### config.mk
export PLATFORM = sky130hd
export DESIGN_NAME = dht_controller
export DESIGN_NICKNAME = d
export VERILOG_FILES = /design/src/design/dht_pkg.sv /design/src/design/dht_controller.sv
export SDC_FILE = /design/constraint.sdc
export NUM_CORES = 1
export LEC_CHECK = 0
export BUFFER_PORTS_ARGS = -buffer_cell sky130_fd_sc_hd__buf_2
export CAP_MARGIN = 20
export CORE_AREA = 2 2 39 41
export DETAILED_ROUTE_END_ITERATION = 10
export DIE_AREA = 0 0 41 43
export GPL_TIMING_DRIVEN = 1
export PLACE_DENSITY_LB_ADDON = 0.08
export SLEW_MARGIN = 20
export SYNTH_ARGS = -nofsm -noshare
export SYNTH_HDL_FRONTEND = slang
export SYNTH_SLANG_ARGS = --single-unit
### constraint.sdc
create_clock -name aclk -period 2.1 [get_ports aclk]
set_input_delay 0 -clock aclk [delete_from_list [all_inputs] [get_ports aclk]]
set_output_delay 0 -clock aclk [all_outputs]
set_load 0.1 [all_outputs]
### src/design/dht_pkg.sv
// package: types, constants and codes of the hash table engine
package dht_pkg;
    localparam int MaxLog2Default = 10;
    localparam int HashWidth = 32;
    localparam int MinLog2 = 4;
    localparam logic [31:0] Golden = 32'h9E3779B9;
    localparam logic [3:0] Log2Reset = 4'd10;

    localparam logic [1:0] CMD_LOOKUP = 2'd0;
    localparam logic [1:0] CMD_ADD = 2'd1;
    localparam logic [1:0] CMD_REMOVE = 2'd2;
    localparam logic [1:0] CMD_UNUSED = 2'd3;

    localparam logic [2:0] ST_HIT = 3'd0;
    localparam logic [2:0] ST_INSERTED = 3'd1;
    localparam logic [2:0] ST_NOT_FOUND = 3'd2;
    localparam logic [2:0] ST_REMOVED = 3'd3;
    localparam logic [2:0] ST_FULL = 3'd4;

    typedef struct packed {
        logic [1:0] cmd;
        logic [31:0] key;
        logic [31:0] value;
    } dht_in_t;

    typedef struct packed {
        logic [2:0] status;
        logic [9:0] slot_index;
        logic [31:0] stored_value;
        logic [9:0] live_count;
    } dht_out_t;

    typedef enum logic [3:0] {
        S_CLEAR, S_IDLE, S_HASH, S_START, S_READ, S_EXAM, S_WRITE, S_VREAD, S_VWAIT, S_DONE
    } dht_state_t;

    typedef enum logic [1:0] {
        OP_NONE, OP_INSERT, OP_REMOVE
    } dht_op_t;

    // controller to datapath
    typedef struct packed {
        logic clear_en;
        logic load;
        logic hash;
        logic start;
        logic read;
        logic exam;
        logic commit;
        logic vread;
        logic finish;
        logic out_take;
    } dht_cmd_t;

    // datapath to controller
    typedef struct packed {
        logic clear_last;
        logic is_add;
        logic is_lookup_rm;
        logic full;
        logic stop;
        logic need_write;
        logic need_vread;
        logic out_valid;
    } dht_stat_t;
endpackage

### src/design/dht_controller.sv
// controller: state machine sequencing the clear sweep and the probe
module dht_controller import dht_pkg::*; (
    input  logic aclk,
    input  logic aresetn,
    input  logic cfg_wr,
    input  logic s_valid,
    output logic s_ready,
    input  logic m_ready,
    input  dht_stat_t stat,
    output dht_cmd_t ctl
);
    dht_state_t state_reg, state_next;

    always_ff @(posedge aclk) begin
        if (!aresetn || cfg_wr) state_reg <= S_CLEAR;
        else state_reg <= state_next;
    end

    always_comb begin
        state_next = state_reg;
        case (state_reg)
            S_CLEAR: if (stat.clear_last) state_next = S_IDLE;
            S_IDLE: if (s_valid && !stat.out_valid) state_next = S_HASH;
            S_HASH: state_next = S_START;
            S_START: begin
                if (stat.full) state_next = S_DONE;
                else if (stat.is_add || stat.is_lookup_rm) state_next = S_READ;
                else state_next = S_DONE;
            end
            S_READ: state_next = S_EXAM;
            S_EXAM: state_next = S_WRITE;
            S_WRITE: begin
                if (!stat.stop) state_next = S_READ;
                else if (stat.need_vread) state_next = S_VREAD;
                else state_next = S_DONE;
            end
            S_VREAD: state_next = S_VWAIT;
            S_VWAIT: state_next = S_DONE;
            S_DONE: state_next = S_IDLE;
            default: state_next = S_IDLE;
        endcase
    end

    always_comb begin
        ctl = '0;
        s_ready = 1'b0;
        ctl.out_take = stat.out_valid && m_ready;
        case (state_reg)
            S_CLEAR: ctl.clear_en = 1'b1;
            S_IDLE: begin
                s_ready = !stat.out_valid;
                ctl.load = s_valid && !stat.out_valid;
            end
            S_HASH: ctl.hash = 1'b1;
            S_START: ctl.start = 1'b1;
            S_READ: ctl.read = 1'b1;
            S_EXAM: ctl.exam = 1'b1;
            S_WRITE: ctl.commit = stat.stop && stat.need_write;
            S_VREAD: ctl.vread = 1'b1;
            S_VWAIT: ;
            S_DONE: ctl.finish = 1'b1;
            default: ;
        endcase
    end
endmodule

==> run summary, run 1 <==
Required @ worst endpoint -> 2.10 ns
Largest net degree at the start of global routing -> 11
Pre-CTS setup slack -> 0.5740 ns
Via count -> 449
Hold WC Path Type -> in -> reg
Vias in the first global route -> 399
Power per cell area -> 394.7 nW/µm²
Top cells by area, synth -> dfxtp_1, nand2b_1, nor2_1, buf_6, nor4_4
Setup Buffers After CTS -> 0
Top Layer Used -> met3
Worst-margin pin slew -> 0.4834 ns
Synthesized net count -> 66
Final Skew -> 0.003544 ns
Met3 routed WL -> 38 µm
Register area -> 80.08 µm²
VDD IR max -> 0.0001512 V
Hpwl dp -> 857.2 µm
Residual DRC count -> 0
Largest area contributor in the netlist -> dfxtp_1
Ant. Diodes -> 0
Global route overflow -> 0
Final Wtd Congestion -> 0.7269
Async set-reset flop share out of synthesis -> 0%
Filler Cell Count -> 153
Multi-input logic area -> 322.8 µm²
Ports -> 24
Cts hold-fix bufs -> 0
Leakage Power -> 0.2607 nW
Worst-path clk slew -> 0.04 ns
RSZ-0062 raised after global routing -> false
WL met2 -> 534 µm
Post-DR vias/cell -> 4.828
Clk root buf -> clkbuf_4
Met1 WL -> 472 µm
Final WS setup -> 0.3448 ns
Resized Gates After CTS -> 0
Cts bufs inserted -> 3
Most common cell in the netlist -> nor2_1
Relative slew slack -> 67.73%
CTS tree -> done
WL final -> 1045 µm
Placed Cells incl. Taps -> 90
Startpoint Class -> flip-flop
Clk_lat worst skew -> 0.23 ns
Initial DRC Count -> 4
Flops & latches, synth -> 4
Critical path's largest stage delay -> 0.56 ns
Initial antenna violation count -> 0
Die height -> 43 µm
Area after DPL -> 556.8 µm²
Max Cap Viol -> 0
Final Setup Violations -> 0
Number of synthesized flops with an enable pin -> 0
Die X -> 41 µm
Post-route ant nets -> 0
Post-synthesis sequential area ratio -> 19.63%
Pre-antenna DRT Iters -> 3
PortBufs -> 23
CP cell instances -> nand2b_1 > nor4_2 > buf_2
Max FFs per register -> 4
Cell count after synthesis -> 53
Tmin final -> 1.755 ns
Design area -> 579.3 µm²
Period utilization -> 83.58%
Final max-slew violation count -> 0
CTS Buffer Depth -> 2
WL per Instance -> 11.24 µm
Layout cells sized above 1 -> 55.84%
Cell Count, Final, Fillers Out -> 93
CTS Sinks -> 4
CP endpoint kind -> output port
Yosys top cell area share -> 19.63%
Synth warn -> 0
Post-synth cell types -> 28
Crit path DAT -> 1.76 ns
Top_reg_cell synth -> dfxtp_1
H-tree lvl count -> 1
Worst path slowest cell -> dfxtp_1
F_max -> 0.5697 GHz
Crit-path max FO -> 10
Die ar. -> 1763 µm²
Status -> complete, no violations
Area delta synth->final -> 42.02%
Nets -> 92
Crit Path Class -> reg -> out
Core Footprint -> 1384 µm²
Avg Cell Area, Syn -> 7.696 µm²
Initial Util -> 29.48%
Mapped Area -> 407.9 µm²
First-pass GRT wire length -> 1552 µm
Fin. Hold Viols -> 0
Post-synth top cells -> nor2_1, nand2b_1, dfxtp_1, nand2_1
GRT Total Usage -> 12.65%
Row Count -> 14
[logic make-up after synthesis]
group                  after synthesis  share of synthesized area (%)
AOI/OAI and AO/OA                   12                          22.39
DFF                                  4                          19.63
buffers and inverters                5                          9.507
and+or+nand+nor                     32                          48.47
[final cells by class]
type	instances	share of cell area, %
Multi-Input combinational cell	44	55.72
Timing Repair Buffer	25	22.46
Sequential cell	4	13.82
Clock buffer	3	3.888
Tap cell	16	3.456
Inverter	1	0.6479
[where the power goes]
group	switching, mW	internal (mW)	total (mW)	leakage (nW)
Clock	0.0290	0.0638	0.0928	0.0138
Combinational	0.0358	0.0195	0.0553	0.215
Sequential	0.00322	0.0774	0.0806	0.0324
Total	0.0680	0.161	0.229	0.261
[stage by stage]
| stage | setup TNS (ns) | hold slack, ns | utilization [%] | power (mW) |
|---|---|---|---|---|
| floorplan | -0.4648 | 0.1855 | - | 0.1207 |
| global placement | 0 | 0.3125 | 40.24 | 0.1374 |
| detailed placement | 0 | 0.3142 | 40.24 | 0.1375 |
| CTS | 0 | 0.07014 | 41.86 | 0.2323 |
| global route | 0 | 0.09481 | 41.86 | 0.2397 |
| finish | 0 | 0.07596 | 41.86 | 0.2287 |
[critical path: cells and delay by family (launching register included)]
kind	cells	cell delay [ns]
buf+inv	1	0.46
flops	1	0.56
simple gates	2	0.50
[path summary, 6_finish.rpt]
kind,from,end,slack [ns],cells past startpoint
setup reg to reg,state_reg[1]$_SDFFE_PP0P_,state_reg[0]$_SDFFE_PP0P_,0.68,3
hold reg to reg,state_reg[3]$_SDFFE_PP0P_,state_reg[1]$_SDFFE_PP0P_,0.61,1
setup / recovery,state_reg[0]$_SDFFE_PP0P_,ctl[8],0.34,3
hold / removal,cfg_wr,state_reg[0]$_SDFFE_PP0P_,0.08,3
[metal layers]
metal / track usage (%) / up-vias
li1: - / 233
met1: 16.08 / 205
met2: 20.94 / 11
met3: 1.571 / 0
met4: 4.000 / 0
met5: 0 / -
[cells in the final DEF (no fill, tap or decap), types with 2 or more instances in the layout]
cell	n
buf_2	23
nand2_1	4
nor2_1	7
nand2b_1	5
nor3_2	4
o21ai_0	2
clkbuf_4	3
buf_4	2
dfxtp_1	4
a21oi_1	3
nor4_2	2
nor2b_1	2
No activity file was read; power rests on OpenSTA's default activity.
==> run 2: changes to the inputs <==
==> constraint.sdc (replaced) <==
create_clock -name aclk -period 1.8 [get_ports aclk]
set_input_delay 0 -clock aclk [delete_from_list [all_inputs] [get_ports aclk]]
set_output_delay 0 -clock aclk [all_outputs]
set_load 0.1 [all_outputs]
==> run summary, run 2 (same netlist as run 1, synthesis figures left out) <==
Status -> complete, no violations
Hold path startpoint -> cfg_wr
RSZ-0062 raised after global routing -> false
Hold WC Path Type -> in -> reg
Period utilization -> 93.60%
CTS Sinks -> 4 (unchanged)
Die X -> 41 µm (unchanged)
Initial antenna violation count -> 0 (unchanged)
PortBufs -> 23 (unchanged)
CTS tree -> done
Power per cell area -> 403.8 nW/µm² (+2.3%)
First-pass GRT wire length -> 1669 µm (+7.5%)
WL per Instance -> 10.93 µm (-2.8%)
Die height -> 43 µm (unchanged)
VDD IR max -> 0.0005593 V (+270%)
Startpoint Class -> flip-flop
F_max -> 0.5935 GHz
Fin. Hold Viols -> 0 (unchanged)
Required @ worst endpoint -> 1.80 ns (-0.30 ns)
Crit-path max FO -> 9 (-1)
Design area -> 665.6 µm² (+15%)
Largest net degree at the start of global routing -> 11 (unchanged)
Tmin final -> 1.685 ns
H-tree lvl count -> 1 (unchanged)
Final Setup Violations -> 0 (unchanged)
Worst Path Buf+Inv -> 1 (unchanged)
Row Count -> 14 (unchanged)
Most frequent cells in the layout -> buf_2, nor2_1, nand2b_1
Clk_lat worst skew -> 0.23 ns (about the same)
Relative slew slack -> 67.54% (-0.19 points)
FF-to-FF path depth -> 3 (unchanged)
Via count -> 461 (+2.7%)
Leakage Power -> 0.2837 nW (+8.8%)
Flop2flop setup slack -> 0.42 ns (-0.26 ns)
Worst-margin pin slew -> 0.4863 ns (+0.002868 ns)
Post-route ant nets -> 0 (unchanged)
Crit path DAT -> 1.68 ns (-0.08 ns)
Max Cap Viol -> 0 (unchanged)
CTS Buffer Depth -> 2 (unchanged)
Multi-input logic area -> 337.8 µm² (+4.7%)
Max FFs per register -> 4 (unchanged)
Final max-slew violation count -> 0 (unchanged)
Cell Count, Final, Fillers Out -> 94 (+1.1%)
Area after DPL -> 639.4 µm² (+15%)
Cts bufs inserted -> 3 (unchanged)
CP endpoint kind -> output port
Ports -> 24 (unchanged)
CP delay by family, top -> flip-flops
Residual DRC count -> 0 (unchanged)
Critical path's largest stage delay -> 0.60 ns (+0.04 ns)
Setup Buffers After CTS -> 0 (unchanged)
Filler Cell Count -> 134 (-12%)
Nets -> 93 (+1.1%)
Most common library cell in the layout ignoring fill and taps -> buf_2
GRT Total Usage -> 13.57% (+0.92 points)
Final Wtd Congestion -> 0.8119 (+12%)
WL final -> 1027 µm (-1.7%)
Clk root buf -> clkbuf_4
Reg2reg end -> state_reg[1]$_SDFFE_PP0P_
Core Footprint -> 1384 µm² (unchanged)
Global route overflow -> 0 (unchanged)
Total Power -> 0.2688 mW (+18%)
Pre-antenna DRT Iters -> 4 (+1)
Worst r2r src -> state_reg[1]$_SDFFE_PP0P_
Initial Util -> 29.48% (unchanged)
Worst hold slack -> 0.06452 ns (-0.01144 ns)
Post-DR vias/cell -> 4.904 (+1.6%)
Vias in the first global route -> 417 (+4.5%)
Hold Crit Endpoint -> state_reg[0]$_SDFFE_PP0P_
Final Skew -> 0.0002327 ns (-0.003312 ns)
Die ar. -> 1763 µm² (unchanged)
Hpwl dp -> 867.8 µm (+1.2%)
Crit Path Class -> reg -> out
Placed Cells incl. Taps -> 91 (+1.1%)
Area delta synth->final -> 63.19%
Layout cells sized above 1 -> 58.97% (+3.1 points)
Worst-path clk slew -> 0.04 ns (about the same)
Register area -> 81.33 µm² (+1.6%)
Worst path slowest cell -> dfxtp_1
Hold Path Cell Cnt -> 3 (unchanged)
Initial DRC Count -> 8 (+4)
CP cell instances -> nand2b_1 > nor3_4 > buf_2
Ant. Diodes -> 0 (unchanged)
## run 2: changes by cell type in the layout (fill, tap and decap cells not counted), sizes merged
cell and delta:
clkbuf +1
## run 2: power by group
part | internal (mW) | total [mW] | leakage (nW) | switching [mW]
Sequential | 0.0906 | 0.0941 | 0.0328 | 0.00351
Clock | 0.0745 | 0.110 | 0.0138 | 0.0355
Combinational | 0.0230 | 0.0647 | 0.237 | 0.0417
Total | 0.188 | 0.269 | 0.284 | 0.0807
## run 2: worst max-delay path by stage
stage,end,startpoint,depth (start not counted)
after floorplan,ctl[8],state_reg[1]$_SDFFE_PP0P_,3
after global placement,ctl[8],state_reg[0]$_SDFFE_PP0P_,3
after detailed placement,ctl[8],state_reg[0]$_SDFFE_PP0P_,3
after CTS,ctl[8],state_reg[0]$_SDFFE_PP0P_,3
after global routing,ctl[7],state_reg[1]$_SDFFE_PP0P_,3
final,ctl[7],state_reg[1]$_SDFFE_PP0P_,3
## run 2: worst reg2reg max path: cells and delay by family (launching register included)
| family | cells | cell delay [ns] |
|---|---|---|
| AND/OR/NAND/NOR | 1 | 0.26 |
| flip-flops | 1 | 0.60 |
| AO/OA/AOI/OAI | 2 | 0.44 |
## run 2: layout make-up
type | instances | share of cell area [%]
clock buffers | 3 | 3.383
inverters | 1 | 0.5639
multi-input cells | 44 | 50.75
flip-flops and latches | 4 | 12.22
well taps | 16 | 3.008
repair buffers | 26 | 30.08
## run 2: per-stage QoR
step | setup slack (ns) | TNS [ns] | util (%)
after global placement | 0.3583 | 0 | 46.20
after detailed placement | 0.3259 | 0 | 46.20
after CTS | 0.07370 | 0 | 47.83
after floorplan | -0.5684 | -1.693 | -
after global routing | 0.007932 | 0 | 48.10
final | 0.1152 | 0 | 48.10
## run 2: per-layer routing
| metal | up-vias | wire, µm | GRT usage, % |
|---|---|---|---|
| met5 | - | 0 | 0 |
| li1 | 239 | - | - |
| met2 | 17 | 528 | 22.50 |
| met1 | 205 | 425 | 16.45 |
| met3 | 0 | 73 | 4.712 |
| met4 | 0 | 0 | 2.000 |
## run 2: timing repair
action	CTS	global route
setup endpoints to repair	0	1
hold buffers	0	0
resized for setup	0	2
==> run 3: changes to the inputs <==
--- a/config.mk
+++ b/config.mk
@@ -11,7 +11,7 @@
 export DETAILED_ROUTE_END_ITERATION = 10
 export DIE_AREA = 0 0 41 43
 export GPL_TIMING_DRIVEN = 1
-export PLACE_DENSITY_LB_ADDON = 0.08
+export PLACE_DENSITY_LB_ADDON = 0.1
 export SLEW_MARGIN = 20
 export SYNTH_ARGS = -nofsm -noshare
 export SYNTH_HDL_FRONTEND = slang
==> run summary, run 3 (same netlist as run 1, synthesis figures left out) <==
Die height -> 43 µm (unchanged)
Hpwl dp -> 850.6 µm (-2.0%)
Fin. Hold Viols -> 0 (unchanged)
Setup Buffers After CTS -> 0 (unchanged)
WL final -> 1037 µm (+0.97%)
Tmin final -> 1.634 ns (-0.05061 ns)
Max Cap Viol -> 0 (unchanged)
Status -> complete, no violations
Initial Util -> 29.48% (unchanged)
Hold WC Path Type -> in -> reg
CP endpoint kind -> output port
Period utilization -> 90.79% (-2.8 points)
Final max-slew violation count -> 0 (unchanged)
Vias in the first global route -> 409 (-1.9%)
F_max -> 0.6119 GHz (+3.1%)
Reg2reg end -> state_reg[0]$_SDFFE_PP0P_
Via count -> 454 (-1.5%)
Global route overflow -> 0 (unchanged)
Leakage Power -> 0.2892 nW (+1.9%)
Final Wtd Congestion -> 0.7565 (-6.8%)
Initial antenna violation count -> 0 (unchanged)
Die ar. -> 1763 µm² (unchanged)
Area delta synth->final -> 69.63%
Ant. Diodes -> 0 (unchanged)
CTS Buffer Depth -> 2 (unchanged)
Filler Cell Count -> 129 (-3.7%)
Clk_lat worst skew -> 0.23 ns (about the same)
Hold Path Cell Cnt -> 3 (unchanged)
Worst-margin pin slew -> 0.4846 ns (-0.001699 ns)
Largest net degree at the start of global routing -> 11 (unchanged)
Met1 WL -> 483 µm (+14%)
Top Layer Used -> met3
RSZ-0062 raised after global routing -> false
FF-to-FF path depth -> 5 (+2)
Clk root buf -> clkbuf_4
Crit-path max FO -> 10 (+1)
Core Footprint -> 1384 µm² (unchanged)
CTS tree -> done
Nets -> 93 (unchanged)
Crit path DAT -> 1.63 ns (-0.05 ns)
Cts bufs inserted -> 3 (unchanged)
Residual DRC count -> 0 (unchanged)
Final Setup Violations -> 0 (unchanged)
Layout cells sized above 1 -> 57.69% (-1.3 points)
Cts hold-fix bufs -> 0 (unchanged)
Ports -> 24 (unchanged)
Startpoint Class -> flip-flop
VDD IR max -> 0.0003605 V (-36%)
GRT Total Usage -> 13.55% (-0.014 points)
WL met2 -> 504 µm (-4.5%)
Area after DPL -> 669.4 µm² (+4.7%)
Hold path startpoint -> cfg_wr
Power per cell area -> 384.7 nW/µm² (-4.7%)
Post-route ant nets -> 0 (unchanged)
Row Count -> 14 (unchanged)
Max FFs per register -> 4 (unchanged)
CTS Sinks -> 4 (unchanged)
Most frequent cells in the layout -> buf_2, nor2_1, buf_12
Total Power -> 0.2662 mW (-0.97%)
Met3 routed WL -> 48 µm (-34%)
Most common library cell in the layout ignoring fill and taps -> buf_2
Flop2flop setup slack -> 0.39 ns (-0.03 ns)
Resized Gates After CTS -> 0 (unchanged)
H-tree lvl count -> 1 (unchanged)
Final Skew -> 0.002477 ns (+0.002245 ns)
Hold Crit Endpoint -> state_reg[0]$_SDFFE_PP0P_
Die X -> 41 µm (unchanged)
Post-DR vias/cell -> 4.830 (-1.5%)
Relative slew slack -> 67.92% (+0.38 points)
Initial DRC Count -> 3 (-5)
Required @ worst endpoint -> 1.80 ns (about the same)
Worst r2r src -> state_reg[2]$_SDFFE_PP0P_
Design area -> 691.9 µm² (+3.9%)
Worst-path clk slew -> 0.04 ns (about the same)
First-pass GRT wire length -> 1690 µm (+1.3%)
Crit Path Class -> reg -> out
WL per Instance -> 11.03 µm (+0.97%)
Pre-antenna DRT Iters -> 4 (unchanged)
PortBufs -> 23 (unchanged)
-- run 3: where the power goes --
group	internal (mW)	leakage, nW	switching [mW]
logic	0.0242	0.243	0.0424
clock network	0.0742	0.0138	0.0316
registers	0.0903	0.0324	0.00339
total	0.189	0.289	0.0774
-- run 3: layout make-up --
| class | count | area, µm² | share of cell area, % |
|---|---|---|---|
| multi-input cells | 44 | 337.8 | 48.82 |
| repair buffers | 26 | 227.7 | 32.91 |
| flip-flops and latches | 4 | 80.08 | 11.57 |
| clock buffers | 3 | 22.52 | 3.255 |
| well taps | 16 | 20.02 | 2.893 |
| inverters | 1 | 3.754 | 0.5425 |
-- run 3: worst max-delay path by stage --
| stage | startpoint | end | depth (start not counted) |
|---|---|---|---|
| after floorplan | state_reg[1]$_SDFFE_PP0P_ | ctl[8] | 3 |
| after global placement | state_reg[2]$_SDFFE_PP0P_ | state_reg[0]$_SDFFE_PP0P_ | 5 |
| after detailed placement | state_reg[0]$_SDFFE_PP0P_ | s_ready | 3 |
| after CTS | state_reg[0]$_SDFFE_PP0P_ | s_ready | 3 |
| after global routing | state_reg[3]$_SDFFE_PP0P_ | ctl[4] | 5 |
| final | state_reg[0]$_SDFFE_PP0P_ | s_ready | 3 |
-- run 3: per-stage QoR --
stage               util (%)  setup TNS (ns)  cells  setup WS, ns  hold slack (ns)
floorplan                  -          -1.693     53       -0.5684           0.1855
detailed placement     48.37               0     91        0.4007           0.3131
CTS                    50.00               0     94        0.1530          0.07256
finish                 50.00               0     94        0.1658          0.07788
global route           50.00               0     94       0.05893           0.1002
global placement       48.37               0     91        0.3743           0.3135
-- run 3: worst max-delay path: stages, from the launching register on --
cell and delay (ns):
dfxtp_1 0.53, nand2b_1 0.23, nor4_2 0.18, buf_2 0.46
-- run 3: routing by layer --
layer | track usage (%) | vias to the layer above
li1 | - | 237
met1 | 18.97 | 204
met2 | 20.94 | 13
met3 | 4.712 | 0
met4 | 0 | 0
met5 | 0 | -
